==> src/sv/fnpll_pkg.sv <==
`default_nettype none
// ----------------------------------------------------------------------------
// fnpll_pkg
// Types, widths and constant tables shared by the fractional-N PLL tuning
// calculator.
// ----------------------------------------------------------------------------
package fnpll_pkg;

    localparam int FREQ_W     = 22;
    localparam int XTAL_W     = 16;
    localparam int VCO_W      = 26;   // freq shifted left by at most 4
    localparam int SCALED_W   = 27;   // VCO shifted by the reference bit
    localparam int INT_W      = 9;
    localparam int FRAC_W     = 18;
    localparam int DIVIDEND_W = SCALED_W + FRAC_W;
    localparam int F3_W       = 24;   // 3 * freq
    localparam int CUT_N      = 32;
    localparam int BAND_N     = 7;
    localparam int CFG_IDX_W  = 3;
    localparam int CFG_DATA_W = 22;

    // Long division is spread over the pipeline: STEPS_PER_STAGE quotient
    // bits are resolved in each divider stage.
    localparam int DIV_STAGES      = 9;
    localparam int STEPS_PER_STAGE = DIVIDEND_W / DIV_STAGES;

    // Register indexes of the configuration port.
    localparam logic [CFG_IDX_W-1:0] CFG_XTAL      = 3'd0;
    localparam logic [CFG_IDX_W-1:0] CFG_REF_DIV   = 3'd1;
    localparam logic [CFG_IDX_W-1:0] CFG_THR_LOW   = 3'd2;
    localparam logic [CFG_IDX_W-1:0] CFG_THR_MID   = 3'd3;
    localparam logic [CFG_IDX_W-1:0] CFG_THR_HIGH  = 3'd4;

    // Post-divider codes.
    localparam logic [1:0] PDIV_DIV16 = 2'd3;
    localparam logic [1:0] PDIV_DIV8  = 2'd2;
    localparam logic [1:0] PDIV_DIV4  = 2'd1;
    localparam logic [1:0] PDIV_DIV2  = 2'd0;

    localparam logic [INT_W-1:0] INT_MAX = '1;
    localparam logic [2:0]       ICP_OOR = 3'd7;
    localparam logic [22:0]      VCO_TOP_KHZ = 23'd4760000;

    localparam logic [22:0] BAND_TOP [BAND_N] = '{
        23'd2472000, 23'd2700000, 23'd3021000, 23'd3387000,
        23'd3845000, 23'd4394000, 23'd4760000
    };
    localparam logic [2:0] BAND_ICP [BAND_N] = '{
        3'd0, 3'd1, 3'd2, 3'd3, 3'd5, 3'd6, 3'd7
    };

    localparam logic [12:0] CUTOFF_TAB [CUT_N] = '{
        13'd6796, 13'd5828, 13'd4778, 13'd4118, 13'd3513, 13'd3136, 13'd2794, 13'd2562,
        13'd2331, 13'd2169, 13'd2006, 13'd1890, 13'd1771, 13'd1680, 13'd1586, 13'd1514,
        13'd1433, 13'd1374, 13'd1310, 13'd1262, 13'd1208, 13'd1167, 13'd1122, 13'd1087,
        13'd1049, 13'd1018, 13'd983,  13'd956,  13'd926,  13'd902,  13'd875,  13'd854
    };

    // floor(3f/1000) <= c holds exactly when 3f <= 1000c + 999.
    function automatic logic [F3_W-1:0] cut_limit(input int idx);
        int lim;
        lim = int'(CUTOFF_TAB[idx]) * 1000 + 999;
        return F3_W'(lim);
    endfunction

    typedef struct packed {
        logic       tuner;
        logic [1:0] code;
        logic [2:0] icp;
        logic       vco_oor;
        logic [4:0] cut;
        logic       cut_oor;
        logic       ovf;
    } t_side;

    typedef struct packed {
        t_side                   side;
        logic [XTAL_W-1:0]       rem;
        logic [DIVIDEND_W-1:0]   w;     // dividend bits shift out, quotient bits in
    } t_div;

    typedef struct packed {
        logic              tuner;
        logic [FREQ_W-1:0] freq;
        logic [1:0]        code;
        logic [CUT_N-1:0]  cut_hit;
    } t_front;

endpackage
`default_nettype wire

==> src/sv/fractional_n_pll_tuning_calc_core.sv <==
`default_nettype none
// ----------------------------------------------------------------------------
// fractional_n_pll_tuning_calc_core
// Computes post-divider code, integer/fractional divider, charge-pump current
// and HF cutoff code for a requested LO frequency.
// ----------------------------------------------------------------------------
// Throughput: one request per cycle while m_axis is ready; the 45-step long
// division by the crystal runs as a 9-stage pipeline of 5 compare-subtract
// steps each. Each stage holds its item while the next stage is full and
// cannot advance, so stalls lose nothing.
// Reset (synchronous, active low) empties the pipeline and loads the default
// crystal, reference bit and post-divider thresholds.
module fractional_n_pll_tuning_calc_core (
    input  wire logic        i_clk,
    input  wire logic        i_rst_n,
    // Configuration write channel.
    input  wire logic        i_cfg_valid,
    output logic             o_cfg_ready,
    input  wire logic [2:0]  i_cfg_index,
    input  wire logic [21:0] i_cfg_data,
    // Request stream.
    input  wire logic        s_axis_tvalid,
    output logic             s_axis_tready,
    input  wire logic [23:0] s_axis_tdata,   // [21:0] freq_khz, [23:22] zero
    input  wire logic        s_axis_tuser,   // [0] tuner_index
    // Result stream.
    output logic             m_axis_tvalid,
    input  wire logic        m_axis_tready,
    // [8:0] pll_int, [26:9] pll_frac, [28:27] post_div_code, [31:29] charge_pump,
    // [36:32] hf_cutoff_code, [37] vco_out_of_range, [38] cutoff_out_of_range,
    // [39] int_overflow
    output logic [39:0]      m_axis_tdata,
    output logic             m_axis_tuser    // [0] tuner_out
);

    // ---------------------------------------------------------------- config
    logic [fnpll_pkg::XTAL_W-1:0] r_xtal;
    logic                         r_ref_div;
    logic [fnpll_pkg::FREQ_W-1:0] r_thr_low;
    logic [fnpll_pkg::FREQ_W-1:0] r_thr_mid;
    logic [fnpll_pkg::FREQ_W-1:0] r_thr_high;

    assign o_cfg_ready = 1'b1;

    always_ff @(posedge i_clk) begin
        if (!i_rst_n) begin
            r_xtal     <= 16'd30000;
            r_ref_div  <= 1'b1;
            r_thr_low  <= 22'd306000;
            r_thr_mid  <= 22'd612000;
            r_thr_high <= 22'd1225000;
        end else if (i_cfg_valid) begin
            case (i_cfg_index)
                fnpll_pkg::CFG_XTAL:     r_xtal     <= i_cfg_data[15:0];
                fnpll_pkg::CFG_REF_DIV:  r_ref_div  <= i_cfg_data[0];
                fnpll_pkg::CFG_THR_LOW:  r_thr_low  <= i_cfg_data;
                fnpll_pkg::CFG_THR_MID:  r_thr_mid  <= i_cfg_data;
                fnpll_pkg::CFG_THR_HIGH: r_thr_high <= i_cfg_data;
                default: ;
            endcase
        end
    end

    // ------------------------------------------------------- pipeline control
    localparam int LAST = fnpll_pkg::DIV_STAGES;

    logic                r_front_vld;
    fnpll_pkg::t_front   r_front;
    fnpll_pkg::t_front   n_front;
    logic                front_rdy;

    logic                r_dvld [LAST+1];
    fnpll_pkg::t_div     r_div  [LAST+1];
    fnpll_pkg::t_div     n_div  [LAST+1];
    fnpll_pkg::t_div     n_vco;
    logic                drdy   [LAST+1];

    always_comb begin
        drdy[LAST] = !r_dvld[LAST] || m_axis_tready;
        for (int k = LAST - 1; k >= 0; k--) begin
            drdy[k] = !r_dvld[k] || drdy[k+1];
        end
    end

    assign front_rdy     = !r_front_vld || drdy[0];
    assign s_axis_tready = front_rdy;

    // ------------------------------------------- stage 1: code and cutoff scan
    logic [fnpll_pkg::F3_W-1:0] f3;

    always_comb begin
        n_front.tuner = s_axis_tuser;
        n_front.freq  = s_axis_tdata[fnpll_pkg::FREQ_W-1:0];
        // Thresholds are tested in order even if they are not ascending.
        if (n_front.freq <= r_thr_low) begin
            n_front.code = fnpll_pkg::PDIV_DIV16;
        end else if (n_front.freq <= r_thr_mid) begin
            n_front.code = fnpll_pkg::PDIV_DIV8;
        end else if (n_front.freq <= r_thr_high) begin
            n_front.code = fnpll_pkg::PDIV_DIV4;
        end else begin
            n_front.code = fnpll_pkg::PDIV_DIV2;
        end
        f3 = {2'b00, n_front.freq} + {1'b0, n_front.freq, 1'b0};
        for (int i = 0; i < fnpll_pkg::CUT_N; i++) begin
            n_front.cut_hit[i] = (f3 <= fnpll_pkg::cut_limit(i));
        end
    end

    // ------------------------------- stage 2: VCO, bands, cutoff, overflow
    logic [fnpll_pkg::VCO_W-1:0]    vco;
    logic [fnpll_pkg::SCALED_W-1:0] scaled;
    logic [5:0]                     cut_cnt;

    always_comb begin
        vco    = fnpll_pkg::VCO_W'({4'd0, r_front.freq} << (r_front.code + 3'd1));
        scaled = {1'b0, vco} << r_ref_div;

        n_vco.side.tuner = r_front.tuner;
        n_vco.side.code  = r_front.code;

        // A zero crystal also lands here, since the compare limit is zero.
        n_vco.side.ovf = (scaled >= {2'b00, r_xtal, 9'd0});

        n_vco.side.vco_oor = (vco > {3'd0, fnpll_pkg::VCO_TOP_KHZ});
        n_vco.side.icp     = fnpll_pkg::ICP_OOR;
        if (!n_vco.side.vco_oor) begin
            for (int i = fnpll_pkg::BAND_N - 1; i >= 0; i--) begin
                if (vco <= {3'd0, fnpll_pkg::BAND_TOP[i]}) begin
                    n_vco.side.icp = fnpll_pkg::BAND_ICP[i];
                end
            end
        end

        // The scan stops at the first table entry that the value exceeds.
        cut_cnt = 6'd32;
        for (int i = fnpll_pkg::CUT_N - 1; i >= 0; i--) begin
            if (!r_front.cut_hit[i]) begin
                cut_cnt = 6'(i);
            end
        end
        if (cut_cnt == 6'd0) begin
            n_vco.side.cut     = 5'd0;
            n_vco.side.cut_oor = 1'b1;
        end else begin
            n_vco.side.cut     = 5'(cut_cnt - 6'd1);
            n_vco.side.cut_oor = (cut_cnt == 6'd32);
        end

        n_vco.rem = '0;
        n_vco.w   = {scaled, {fnpll_pkg::FRAC_W{1'b0}}};
    end

    // ------------------------------------------- stages 3..11: long division
    function automatic fnpll_pkg::t_div div_step(input fnpll_pkg::t_div d,
                                                 input logic [fnpll_pkg::XTAL_W-1:0] xtal);
        fnpll_pkg::t_div            o;
        logic [fnpll_pkg::XTAL_W:0] part;
        o    = d;
        part = {d.rem, d.w[fnpll_pkg::DIVIDEND_W-1]};
        if (part >= {1'b0, xtal}) begin
            o.rem = fnpll_pkg::XTAL_W'(part - {1'b0, xtal});
            o.w   = {d.w[fnpll_pkg::DIVIDEND_W-2:0], 1'b1};
        end else begin
            o.rem = part[fnpll_pkg::XTAL_W-1:0];
            o.w   = {d.w[fnpll_pkg::DIVIDEND_W-2:0], 1'b0};
        end
        return o;
    endfunction

    always_comb begin
        n_div[0] = n_vco;
        for (int k = 1; k <= LAST; k++) begin
            n_div[k] = r_div[k-1];
            for (int s = 0; s < fnpll_pkg::STEPS_PER_STAGE; s++) begin
                n_div[k] = div_step(n_div[k], r_xtal);
            end
        end
    end

    // ------------------------------------------------------------ registers
    always_ff @(posedge i_clk) begin
        if (!i_rst_n) begin
            r_front_vld <= 1'b0;
            for (int k = 0; k <= LAST; k++) begin
                r_dvld[k] <= 1'b0;
            end
        end else begin
            if (front_rdy) begin
                r_front_vld <= s_axis_tvalid;
            end
            if (drdy[0]) begin
                r_dvld[0] <= r_front_vld;
            end
            for (int k = 1; k <= LAST; k++) begin
                if (drdy[k]) begin
                    r_dvld[k] <= r_dvld[k-1];
                end
            end
        end
    end

    always_ff @(posedge i_clk) begin
        if (s_axis_tvalid && front_rdy) begin
            r_front <= n_front;
        end
        if (r_front_vld && drdy[0]) begin
            r_div[0] <= n_div[0];
        end
        for (int k = 1; k <= LAST; k++) begin
            if (r_dvld[k-1] && drdy[k]) begin
                r_div[k] <= n_div[k];
            end
        end
    end

    // --------------------------------------------------------------- output
    logic [fnpll_pkg::INT_W-1:0]  pll_int;
    logic [fnpll_pkg::FRAC_W-1:0] pll_frac;

    always_comb begin
        pll_int  = r_div[LAST].side.ovf ? fnpll_pkg::INT_MAX
                 : r_div[LAST].w[fnpll_pkg::FRAC_W +: fnpll_pkg::INT_W];
        pll_frac = (r_xtal == '0) ? '0 : r_div[LAST].w[fnpll_pkg::FRAC_W-1:0];
    end

    assign m_axis_tvalid = r_dvld[LAST];
    assign m_axis_tuser  = r_div[LAST].side.tuner;
    assign m_axis_tdata  = {r_div[LAST].side.ovf,
                            r_div[LAST].side.cut_oor,
                            r_div[LAST].side.vco_oor,
                            r_div[LAST].side.cut,
                            r_div[LAST].side.icp,
                            r_div[LAST].side.code,
                            pll_frac,
                            pll_int};

endmodule
`default_nettype wire
==> config.mk <==
export PLATFORM = sky130hd
export DESIGN_NAME = fractional_n_pll_tuning_calc_core
export DESIGN_NICKNAME = d
export VERILOG_FILES = /design/src/sv/fnpll_pkg.sv /design/src/sv/fractional_n_pll_tuning_calc_core.sv
export SDC_FILE = /design/constraint.sdc
export NUM_CORES = 2
export LEC_CHECK = 0
export ABC_AREA = 1
export BUFFER_PORTS_ARGS = -buffer_cell sky130_fd_sc_hd__buf_2
export CAP_MARGIN = 20
export CORE_ASPECT_RATIO = 0.6
export CORE_MARGIN = 3
export CORE_UTILIZATION = 25
export CTS_CLUSTER_DIAMETER = 60
export DETAILED_ROUTE_END_ITERATION = 10
export GPL_TIMING_DRIVEN = 0
export SETUP_SLACK_MARGIN = 0.3
export SYNTH_ARGS = -nofsm -noshare
export SYNTH_HDL_FRONTEND = slang
export SYNTH_SLANG_ARGS = --single-unit
export TNS_END_PERCENT = 50
==> constraint.sdc <==
create_clock -name i_clk -period 32.3 [get_ports i_clk]
set_input_delay 6.46 -clock i_clk [delete_from_list [all_inputs] [get_ports i_clk]]
set_output_delay 6.46 -clock i_clk [all_outputs]
set_load 0.01 [all_outputs]
==> flow_summary.yaml <==
status:
  status: "finished clean"
logic_synthesis:
  yosys.area.top_type: "edfxtp_1"
  ys_top_cells_by_area: "edfxtp_1 (24%), ha_1 (16%), nand2_1 (12%), a21oi_1 (6.4%), inv_1 (5.2%)"
  async_reset_ff_frac: 0
  synth_top_flop_cell: "edfxtp_1"
  avgSynthCellArea_um2: 7.49
  syn_inst: 8257
  ys_warn_count: 0
  synthTopCellsByCount: "nand2_1 (2022), inv_1 (856), ha_1 (798)"
  syn_nets: 9141
  yosysTopAreaCellShare: 0.243
  yosysUniqueCellTypes: 88
  syn_area_um2: 61900
  synth-seq-area-share: 0.273
  ys_seq_elements: 593
  synth_edf_count: 500
  synth_most_common_cell: "nand2_1"
die:
  core_um2: 244000
  dieWidth_um: 648
  start_util: 0.253
  dieArea_um2: 254000
  dieHeight_um: 391
  fp-row-count: 140
  io_pins: 99
cts:
  clock_latency_ps: 700
  postCtsHoldBufs: 0
  clockBufferDepth: 3
  postCtsSetupBuffers: 0
  tritoncts: "built"
  h-tree-depth: 2
  clock-sinks: 593
  cts_buffers: 59
  cts_resized: 0
  clkSlewWorstSetupHoldPaths_ps: 70
  ctsRootBufferMaster: "clkbuf_16"
drt:
  vias: 57200
  drtIter0Drc: 6472
  routedWlPerCell_um: 17.2
  ant_nets: 0
  firstDrtPassIters: 6
  drc: 0
  wl_um: 203000
  post_drt_via_cell_ratio: 4.86
finish:
  nFillCells: 26500
  area_growth_pct: 12.0
  stdcell_count: 11800
  final_nets: 9325
  drive_gt1_frac: 0.0748
  stdcell_area_um2: 69300
worst_setup_path:
  crit_arrival_ps: 10010
  crit_path_start_kind: "input pin"
  rr_endpoint: "r_div[7][52]"
  r2r_setup_slack_ps: 16810
  crit-reg2reg-launch: "r_xtal[0]"
  crit_type: "input pin to output port"
  r2r_cells: 87
  endpoint_kind: "output port"
  setup.worst_path.start: "m_axis_tready"
  cp.required_ps: 25840
  critPathMaxFanout: 4
  crit_end: "s_axis_tready"
place:
  dpl.hpwl_um: 161000
  port_buffers: 95
  gp_congestion: 0.959
  placed_cells: 11600
  place_area_um2: 67200
grt:
  overflow: 0
  grt_pass1_vias: 50100
  grt_max_degree: 50
  grt_first_pass_wirelength_um: 307000
  antenna_found_initial: 8
  grt_usage: 0.155
sta:
  final_max_slew_viol_count: 0
  fin_worst_skew_ps: 52.4
  worst_pin_slew_ps: 1080
  fin_crit_sh: 0.510
  rsz0062_at_grt: "no"
  finalHoldViolCount: 0
  slew_headroom: 0.271
  finalCriticalPeriod_ps: 16470
  setup_viol: 0
  fmax_mhz: 60.7
  setup_tns_ps: 0
hold_path:
  hold_path.class: "flop to flop"
  hp-start: "r_div[6][64]"
run:
  drv_cap: 0
-- sequential cells by signal, summed over array words and instances, names as in the netlist --
name	count
n_div	3
r_div	442
r_dvld	10
r_front	54
r_front_vld	1
r_ref_div	1
r_thr_high	22
r_thr_low	22
r_thr_mid	22
r_xtal	16
-- worst max-delay path, cell delays in order --
cell     delay (ps)
buf_2            90
nor2_1          650
nand2_1         210
nor2_1          140
inv_1            80
nor2_1          220
inv_1            90
nor2_1          220
inv_1           100
nor2_1           90
inv_1            80
nor2_1          110
inv_1           110
nor2_1          240
inv_1            90
nor2_1          270
inv_1           120
nor2_1          140
nand2_1         250
buf_2           230
-- final cells by class --
type / count / area [um^2] / area share
clock inverter: 52 / 579 / 0.00836
clock buffer: 60 / 1500 / 0.0217
multi-input combinational: 6608 / 40700 / 0.587
buffer: 165 / 1010 / 0.0146
antenna: 3 / 7.51 / 0.000108
timing repair buffer: 123 / 1160 / 0.0167
tap: 3266 / 4090 / 0.0590
sequential: 593 / 16900 / 0.244
inverter: 891 / 3390 / 0.0490
-- cell families (layout without fill, tap and decap cells) --
| group | Yosys count | in the layout | share of synthesized area |
|---|---|---|---|
| and+or+nand+nor | 3250 | 3250 | 0.223 |
| AOI/OAI and AO/OA | 1936 | 1936 | 0.178 |
| buffers and inverters | 1056 | 1291 | 0.0705 |
| adders and majority gates | 829 | 829 | 0.171 |
| DFF | 593 | 593 | 0.273 |
| xor gates and xnor gates | 590 | 590 | 0.0835 |
| muxes | 2 | 2 | 0.000364 |
| other | 1 | 4 | 0.0000606 |
-- through the flow --
stage | util | setup slack (ps) | hold WS, ps
4_1_cts | 0.283 | 15770 | 388
5_1_grt | 0.283 | 15480 | 384
6_report | 0.283 | 15830 | 381
3_5_place_dp | 0.275 | 15780 | 405
3_3_place_gp | 0.272 | 14800 | 401
2_1_floorplan | - | 17780 | 400
-- worst min-delay path by stage --
stage	endpoint	slack, ps	cells past startpoint
after floorplan	r_div[0][74]	400	0
after global placement	r_div[2][70]	400	0
after detailed placement	r_div[1][64]	400	0
after CTS	r_div[7][64]	390	0
after global routing	r_div[7][64]	380	0
final	r_div[7][64]	380	0
-- routing by layer --
metal  global-route usage  up-vias  share of wire
li1                     -    28800              -
met1                0.265    25900           0.54
met2                0.187     2347           0.34
met3               0.0375      112           0.11
met4               0.0131        0         0.0081
met5                    0        -              0
-- cells in the final DEF, fill, tap and decap left out, types with 41 or more instances in the layout --
cell type,Yosys,final
o21bai_1,49,49
nand3_1,358,358
or2_2,47,47
a21oi_1,789,789
ha_1,798,798
nand2_1,2022,2022
o21ai_1,158,158
xnor2_1,256,256
clkbuf_1,51,50
inv_1,856,836
o21ai_0,576,576
edfxtp_1,500,500
o211ai_1,44,44
nor3_1,88,88
buf_2,52,147
xor2_1,334,334
nand4_1,92,92
nor2_1,485,480
clkbuf_16,0,60
dfxtp_1,93,91
a31oi_1,41,41
Power is not shown: default switching activity piles up to over one toggle a cycle in this logic, so the estimate is an artifact.
